[src/hw/rtl/sorted_priority_queue_top_defines.svh]
// Assertion macros used by the queue top level.
`ifndef SORTED_PRIORITY_QUEUE_TOP_DEFINES_SVH
`define SORTED_PRIORITY_QUEUE_TOP_DEFINES_SVH

// Combinational check, sampled at every rising edge outside reset.
`define SPQ_ASSERT_ALWAYS(name, clk, rst, cond) \
   name: assert property (@(posedge clk) disable iff (rst) (cond)) \
      else $error("queue check failed");

// Check on the cycle after the trigger.
`define SPQ_ASSERT_NEXT(name, clk, rst, trig, cond) \
   name: assert property (@(posedge clk) disable iff (rst) (trig) |=> (cond)) \
      else $error("queue check failed");

`endif

[src/hw/rtl/spq_pkg.sv]
`timescale 1ns / 1ps
package spq_pkg;

   localparam int SPQ_DEPTH  = 64;
   localparam int SPQ_DATA_W = 32;

   typedef enum logic {
      OP_INSERT = 1'b0,
      OP_POP    = 1'b1
   } spq_op_type;

   typedef enum logic [1:0] {
      ST_DONE  = 2'd0,
      ST_FULL  = 2'd1,
      ST_EMPTY = 2'd2
   } spq_status_type;

   typedef struct packed {
      logic                         valid;
      logic signed [SPQ_DATA_W-1:0] elem;
      logic signed [SPQ_DATA_W-1:0] prio;
   } spq_entry_type;

   typedef struct packed {
      logic insert;
      logic pop;
   } spq_cmd_type;

endpackage

[src/hw/rtl/spq_cell.sv]
`timescale 1ns / 1ps
module spq_cell (
   input  logic                                 clock,
   input  logic                                 reset,
   input  spq_pkg::spq_cmd_type                 cmd,
   input  logic signed [spq_pkg::SPQ_DATA_W-1:0] new_elem,
   input  logic signed [spq_pkg::SPQ_DATA_W-1:0] new_prio,
   input  logic                                 prev_take,
   input  spq_pkg::spq_entry_type               prev_entry,
   input  spq_pkg::spq_entry_type               next_entry,
   output logic                                 take,
   output spq_pkg::spq_entry_type               entry
);
   import spq_pkg::*;

   logic                         valid_ff, valid_in;
   logic signed [SPQ_DATA_W-1:0] elem_ff, elem_in;
   logic signed [SPQ_DATA_W-1:0] prio_ff, prio_in;

   // An empty cell, or one of strictly lower priority, lets the new pair in here or ahead.
   assign take = !valid_ff || (new_prio > prio_ff);

   always_comb begin
      valid_in = valid_ff;
      elem_in  = elem_ff;
      prio_in  = prio_ff;
      if (cmd.insert && take) begin
         if (prev_take) begin
            valid_in = prev_entry.valid;
            elem_in  = prev_entry.elem;
            prio_in  = prev_entry.prio;
         end else begin
            valid_in = 1'b1;
            elem_in  = new_elem;
            prio_in  = new_prio;
         end
      end else if (cmd.pop) begin
         valid_in = next_entry.valid;
         elem_in  = next_entry.elem;
         prio_in  = next_entry.prio;
      end
   end

   always_ff @(posedge clock) begin
      if (reset) begin
         valid_ff <= 1'b0;
      end else begin
         valid_ff <= valid_in;
      end
   end

   always_ff @(posedge clock) begin
      elem_ff <= elem_in;
      prio_ff <= prio_in;
   end

   assign entry.valid = valid_ff;
   assign entry.elem  = elem_ff;
   assign entry.prio  = prio_ff;

endmodule

[config.mk]
export PLATFORM = sky130hd
export DESIGN_NAME = spq_cell
export DESIGN_NICKNAME = d
export VERILOG_FILES = /design/src/hw/rtl/sorted_priority_queue_top_defines.svh /design/src/hw/rtl/spq_pkg.sv /design/src/hw/rtl/spq_cell.sv
export SDC_FILE = /design/constraint.sdc
export NUM_CORES = 1
export LEC_CHECK = 0
export BUFFER_PORTS_ARGS = -buffer_cell sky130_fd_sc_hd__buf_2
export CORE_MARGIN = 8
export CORE_UTILIZATION = 40
export DETAILED_ROUTE_END_ITERATION = 10
export HOLD_SLACK_MARGIN = 0.06
export PLACE_DENSITY = 0.8
export SYNTH_ARGS = -nofsm -noshare
export SYNTH_HDL_FRONTEND = slang
export SYNTH_SLANG_ARGS = --single-unit
[constraint.sdc]
create_clock -name clock -period 4.8 [get_ports clock]
set_input_delay 0.24 -clock clock [delete_from_list [all_inputs] [get_ports clock]]
set_output_delay 0.24 -clock clock [all_outputs]
set_load 0.01 [all_outputs]
Word-level counts from Yosys, hierarchy flattened
Index checks and enable logic that the tools add are counted.

Input port bits: 199. Flip-flop bits (word level): 65. Output and inout bits: 66.

Order comparisons: 1. Muxes and demuxes: 9. Reductions and logical operators: 4.

Operators with widths (count): $mux 32 (6); $gt 32x32->1 (1); $mux 1 (3); $reduce_bool 2->1 (1); $logic_and 1x1->1 (1); $logic_not 1->1 (1); $logic_or 1x1->1 (1).

Depth between registers and ports, before layout
Gate-level depths: netlist (run 1).

Word-level depth: 4. Gate-level depth with buffers: 10. Mapped depth without buffers: 8.

Least setup slack after synthesis (run 1)
OpenSTA, ideal clock, no wires.

Path kind: register -> register. From: register prio_ff[31]. To: register elem_ff[0], enable pin. Setup slack: 1000 ps. Arrival: 3379 ps. Stages on the path, launching flop included: 10. Path buffers: 1. Cell sequence: edfxtp_1 > inv_1 > ha_1 > nand4_2 > nor4_2 > nand4_1 > a21oi_1 > o32a_1 > buf_4 > a21o_1.

Longest elaborated chain between the ends: 4.

RTL lines: start, declared (line spq_cell.sv:18) `logic signed [SPQ_DATA_W-1:0] prio_ff, prio_in;`; start signal, assigned (line spq_cell.sv:54) `prio_ff <= prio_in;`; $gt 32x32->1 (line spq_cell.sv:21) `assign take = !valid_ff || (new_prio > prio_ff);`; $logic_or 1x1->1 (line spq_cell.sv:21); $logic_and 1x1->1 (line spq_cell.sv:27) `if (cmd.insert && take) begin`; $reduce_bool 2->1 (no line); end signal, assigned (line spq_cell.sv:53) `elem_ff <= elem_in;`; end, declared (line spq_cell.sv:17) `logic signed [SPQ_DATA_W-1:0] elem_ff, elem_in;`.

No other way between the ends. A chain may end at the register's enable or synchronous reset.

Worst setup path in the final report (run 1)
From: register prio_ff[31]. To: output take.

Longest elaborated chain between the ends: 2.

RTL lines: $gt 32x32->1 (line spq_cell.sv:21); $logic_or 1x1->1 (line spq_cell.sv:21); end, declared (line spq_cell.sv:11) `output logic take,`.

No other way between the ends.

==> results of run 1 <==
-- stage by stage --
stage           util  cell area, um^2  total power (uW)  cells  hold slack [ns]
2_1_floorplan      -             4810              1280    490            0.421
5_1_grt        0.546             6470              2310    883            0.241
3_3_place_gp   0.522             6190              1550    867            0.545
6_report       0.546             6470              2180    883            0.227
3_5_place_dp   0.522             6190              1560    867            0.565
4_1_cts        0.546             6470              2210    883            0.216
-- power by group through the flow --
stage          clock network [uW]  logic, uW  registers [uW]
5_1_grt                       675        818             817
3_3_place_gp                    0        736             811
2_1_floorplan                   0        409             867
4_1_cts                       652        750             808
3_5_place_dp                    0        747             817
6_report                      636        741             806
-- layout make-up --
cell class | count | area share
tap | 147 | 0.0284
clock inverter | 6 | 0.00908
timing repair buffer | 271 | 0.213
sequential | 65 | 0.300
multi-input combinational | 350 | 0.395
inverter | 34 | 0.0197
clock buffer | 10 | 0.0354
-- cell usage after synthesis (3+ instances only) --
cell and n:
nor2_1 68, nand3_1 3, nand2_1 9, buf_6 3
a22oi_2 30, clkbuf_1 26, buf_4 3, nor2b_1 64
nand4_1 5, a21o_1 3, inv_1 34, a22oi_1 34
edfxtp_1 64, ha_1 32, o21ai_0 5, a21oi_1 12
buf_2 8, a211oi_1 65
-- sequential cells by signal, summed over array words and instances (netlist names) --
name,flops
elem_ff,32
prio_ff,32
valid_ff,1
-- logic make-up after synthesis --
logic type	Yosys count	synth area share
AOI/OAI and AO/OA	159	0.276
and+or+nand+nor	158	0.168
DFF	65	0.403
buffers and inverters	75	0.0676
muxes	1	0.00208
adders and majority gates	32	0.0832
-- critical path, stage by stage, from the launching register on --
cell,delay [ns]
edfxtp_1,0.35
inv_1,0.05
ha_1,0.35
nand4_2,0.16
nor4_2,0.37
nand4_1,0.18
a21oi_1,0.32
o32a_2,0.22
buf_4,0.68
buf_2,0.27
-- placed cells by master (no fill, tap or decap), types with 2 or more instances in the layout --
master / instances
a21oi_1: 12
nand3_1: 3
o21ai_0: 5
nand4_1: 5
a211oi_1: 65
nor2b_1: 64
nand2_1: 9
buf_4: 8
clkbuf_16: 9
edfxtp_1: 64
a22oi_1: 34
a21o_1: 2
ha_1: 32
nor2_1: 67
buf_2: 263
a22oi_2: 30
clkinv_1: 2
inv_1: 33
-- routing by layer --
| metal | track usage | vias up | wire [um] |
|---|---|---|---|
| met1 | 0.221 | 2154 | 6540 |
| met2 | 0.350 | 198 | 7990 |
| met4 | 0.0516 | 0 | 146 |
| met3 | 0.0633 | 8 | 1280 |
| li1 | - | 2314 | - |
| met5 | 0 | - | 0 |
-- path summary, 6_finish.rpt --
kind / startpoint / endpoint / slack (ns) / depth (start not counted)
worst max-delay path: prio_ff[31] / take / 1.23 / 9
worst min-delay path: reset / valid_ff / 0.23 / 4
worst max register to register: prio_ff[31] / prio_ff[29] / 1.28 / 9
worst min register to register: valid_ff / valid_ff / 0.82 / 4
==> results.md, run 1 <==
* First-pass GRT wire length at ~25000 um
* Area grow syn2layout at 34.5%
* CTS Buf Count at 9
* Overflow after GRT at 0
* Via density at 5.29
* Remaining DRCs at 0
* Clock power frac at 0.291
* Worst vdd ir at 0.187 mV
* Mapped Area at about 4800 um^2
* DIE AREA at approximately 16000 um^2
* Share of the synthesized area in the top cell type at 0.399
* Combinational power share at 0.339
* Fin crit share at 0.743
* Final Hold Fails at 0
* GRT Overall Usage at 0.196
* CTS resizes at 0
* WS Path Type: reg -> out
* Synth Instances at roughly 500
* Most used DFF post-synth: edfxtp_1
* CTS tree: built
* 1st-iter DRT viols at roughly 270
* Syn nets at around 700
* Cts hold-fix bufs at 0
* N_diodes at 0
* Final WL at about 16000 um
* Root Buffer: clkbuf_16
* Clk_lat worst skew at around 0.32 ns
* Avg Cell Area, Syn at about 9.8 um^2
* Sw frac at 0.328
* Area of the multi-input gates at between 2000 and 3000 um^2
* Clk sink count at 65
* Net Sw Power at just over 700 uW
* Min Tclk post-route at around 3.6 ns
* Initial antenna violation count at 0
* DRT antenna net count at 0
* H-tree depth at 3
* Die width at around 130 um
* Max_cap viols at 0
* Internal at between 1000 and 1500 uW
* Largest net degree at the start of global routing at 83
* DR vias at 4674
* Core area at approximately 12000 um^2
* Async SR Flop Fraction at 0
* Vias in the first global route at roughly 4900
* IO buf count at 264
* Maximum clock insertion buffer count at 2
* DR WL/cell at about 18 um
* Initial core utilization at 0.406
* Post-synth top area cell: edfxtp_1
* Critical Path Start Type: register
* CP Max Fanout at 66
* Skew final at approximately 0.0042 ns
* 1st-pass router iterations at 4
* CP Data Required Time at approximately 4.6 ns
* Clock transition at path regs at roughly 0.050 ns
* Netlist cell types at 40
* Crit. End Element: output pin
* Site Rows at 40
* Status: finished clean
* Worst Tran Pin Value at roughly 0.92 ns
* Setup WS post-layout at roughly 1.2 ns
* Final Max Tran Viols at 0
* # setup viols final at 0
* DIE HEIGHT at 126 um
* Pre-CTS setup slack at between 1 and 1.5 ns
* Hold Path Class: in -> reg
* Relative slew slack at 0.385
* Post-CTS Setup Repair Bufs at 0
* Final TNS setup at 0 ns
* Final nets at a little under 1000
* Fillers at around 1100
* I/O pin count at about 270
* Yosys warning count at 0
* F_max at between 200 and 300 MHz
* Post-DP HPWL at between 10000 and 15000 um
* Pwr dens at 337 nW/um^2
* Post-synth EDFFs at 64
* Sequential power share at 0.369
* Pleak at roughly 0.0029 uW
* CP arrival at between 3 and 4 ns
* Layout cells sized above 1 at 0.438
* Post-synthesis sequential area ratio at 0.403
* RSZ-0062 raised after global routing: false
* Number of synthesized register bits at 65
* Largest cells by area after synthesis: edfxtp_1, a211oi_1, ha_1
* Register Area at roughly 2000 um^2
* Global placer's final weighted congestion at roughly 0.84
(Power assumes the default switching activity.)
==> run 2: changes to the inputs <==
PLACE_DENSITY = 0.83   (was 0.8)
clock period = 2.9 ns   (was 4.8 ns; I/O delays follow)
==> results.md, run 2 (same netlist as run 1, synthesis figures left out) <==
* Hold path cells at 4
* Critical Path Start Type: register
* Area grow syn2layout at 39.4%
* Post-DP HPWL at approximately 13000 um
* Placed cell areas at ~6300 um^2
* Reg2Reg Launch Point: prio_ff[31]
* Final Max Tran Viols at 0
* DR WL/cell at 18.5 um
* H-tree depth at 3
* Cts hold-fix bufs at 0
* Worst Tran Pin Value at between 0.7 and 0.8 ns
* 1st-pass router iterations at 5
* DIE AREA at around 16000 um^2
* GRT Overall Usage at 0.204
* CTS Buf Count at 9
* RSZ-0062 raised after global routing: false
* Hold Path Class: in -> reg
* R2R cell count at 9
* CTS tree: built
* WS Path Type: reg -> out
* Initial core utilization at 0.406
* Skew final at about 0.0085 ns
* CP Buf/Inv Count at 3
* Reg-to-reg critical path endpoint: prio_ff[21]
* Commonest cells after routing, fill and taps aside: buf_2, nor2_1, a211oi_1, nor2b_1, edfxtp_1
* Maximum clock insertion buffer count at 2
* Global placer's final weighted congestion at between 0.7 and 0.8
* CP cell instances: inv_1 -> ha_2 -> nand4_4 -> nor4_4 -> nand4_1 -> o22a_1 -> o32a_4 -> buf_12 -> buf_2
* Via density at about 5.4
* Largest net degree at the start of global routing at 77
* Pleak at roughly 0.0030 uW
* DR vias at 4847
* Core area at 11900 um^2
* Reg2Reg Setup Slack at 0.16 ns
* IO buf count at roughly 260
* Remaining DRCs at 0
* I/O pin count at around 270
* Pre-CTS setup slack at 0.157 ns
* First-pass GRT wire length at about 26000 um
* Setup WS post-layout at between 0.1 and 0.15 ns
* Worst vdd ir at about 0.26 mV
* DIE HEIGHT at 126 um
* Commonest non-fill, non-tap cell in the layout: buf_2
* F_max at between 300 and 400 MHz
* Slowest cell delay on critical path at about 0.4 ns
* Overflow after GRT at 0
* Worst hold slack at 0.0974 ns
* Final WL at approximately 17000 um
* Max_cap viols at 0
* Site Rows at 40
* Root Buffer: clkbuf_16
* Status: finished clean
* Final TNS setup at 0 ns
* N_diodes at 0
* Layout cells sized above 1 at 0.449
* Worst Hold End: valid_ff
* DRT antenna net count at 0
* 1st-iter DRT viols at 233
* Final nets at approximately 970
* CP max-delay cell: ha_2
* Min Tclk post-route at between 2 and 3 ns
* Post-route design area at 6710 um^2
* CP Max Fanout at 19
* Final Hold Fails at 0
* Crit path launch: prio_ff[31]
* Initial antenna violation count at 2
* Pwr dens at 565 nW/um^2
* Clk_lat worst skew at 0.32 ns
* CP arrival at approximately 2.6 ns
* Hold_sp: reset
* Fin crit share at 0.953
* CP Data Required Time at 2.76 ns
* Relative slew slack at 0.495
* Die width at between 100 and 150 um
* Largest delay share family, worst path: simple AND/OR/NAND/NOR gates
* Clk sink count at 65
* Vias in the first global route at 5151
* # setup viols final at 0
* Clock transition at path regs at approximately 0.050 ns
* Biggest regs: elem_ff (32), prio_ff (32), valid_ff (1)
* Crit. End Element: output pin
run 2: cell count changes in the layout (fill, tap and decap cells not counted), sizes merged:
cell and delta:
buf +11, clkinvlp -1, clkbuf +3, bufinv +1
clkinv -2
run 2: worst register-to-register path, cell delays in order (launching register included):
cell and delay [ns]:
edfxtp_1 0.33, inv_1 0.06, ha_2 0.39, nand4_4 0.15
nor4_4 0.33, nand4_1 0.20, a21oi_2 0.24, o32a_4 0.24
buf_4 0.36, a22oi_1 0.15
run 2: final cells by class:
type	instances	area, um^2
clock buffers	12	236
clock inverters	4	67.6
fillers	1095	5150
inverters	34	128
multi-input cells	350	2610
flip-flops and latches	65	1940
well taps	147	184
repair buffers	283	1550
run 2: worst max-delay path by stage:
| stage | endpoint | slack (ns) | cells after the start |
|---|---|---|---|
| after detailed placement | elem_ff[29] | 0.16 | 9 |
| after global placement | elem_ff[26] | 0.28 | 9 |
| after global routing | take | 0.01 | 10 |
| after floorplan | elem_ff[0] | 0.07 | 9 |
| after CTS | take | 0.03 | 9 |
| final | take | 0.14 | 9 |
run 2: where the power goes:
| part | switching, uW | internal, uW |
|---|---|---|
| registers | 67.9 | 1260 |
| logic | 763 | 578 |
| clock network | 374 | 747 |
| total | 1200 | 2590 |
run 2: per-layer routing:
metal	part of all wire	track usage	vias up
met3	0.11	0.0903	28
met1	0.37	0.203	2239
li1	-	-	2348
met2	0.50	0.368	228
met4	0.021	0.0723	4
met5	0.0014	0	-
run 2: what timing repair did:
action                                 in CTS  in global routing
pin swaps                                   0                  5
gates resized for setup                     3                  6
gates cloned                                0                  1
setup endpoints to repair                   1                  2
endpoints found under the hold margin       0                  0
buffers inserted                            0                  2
run 2: per-stage QoR:
| step | utilization | power [uW] | std cells |
|---|---|---|---|
| final | 0.566 | 3790 | 895 |
| after global routing | 0.566 | 4010 | 895 |
| after CTS | 0.559 | 3790 | 892 |
| after detailed placement | 0.532 | 2640 | 876 |
| after global placement | 0.532 | 2600 | 876 |
| after floorplan | - | 2110 | 490 |
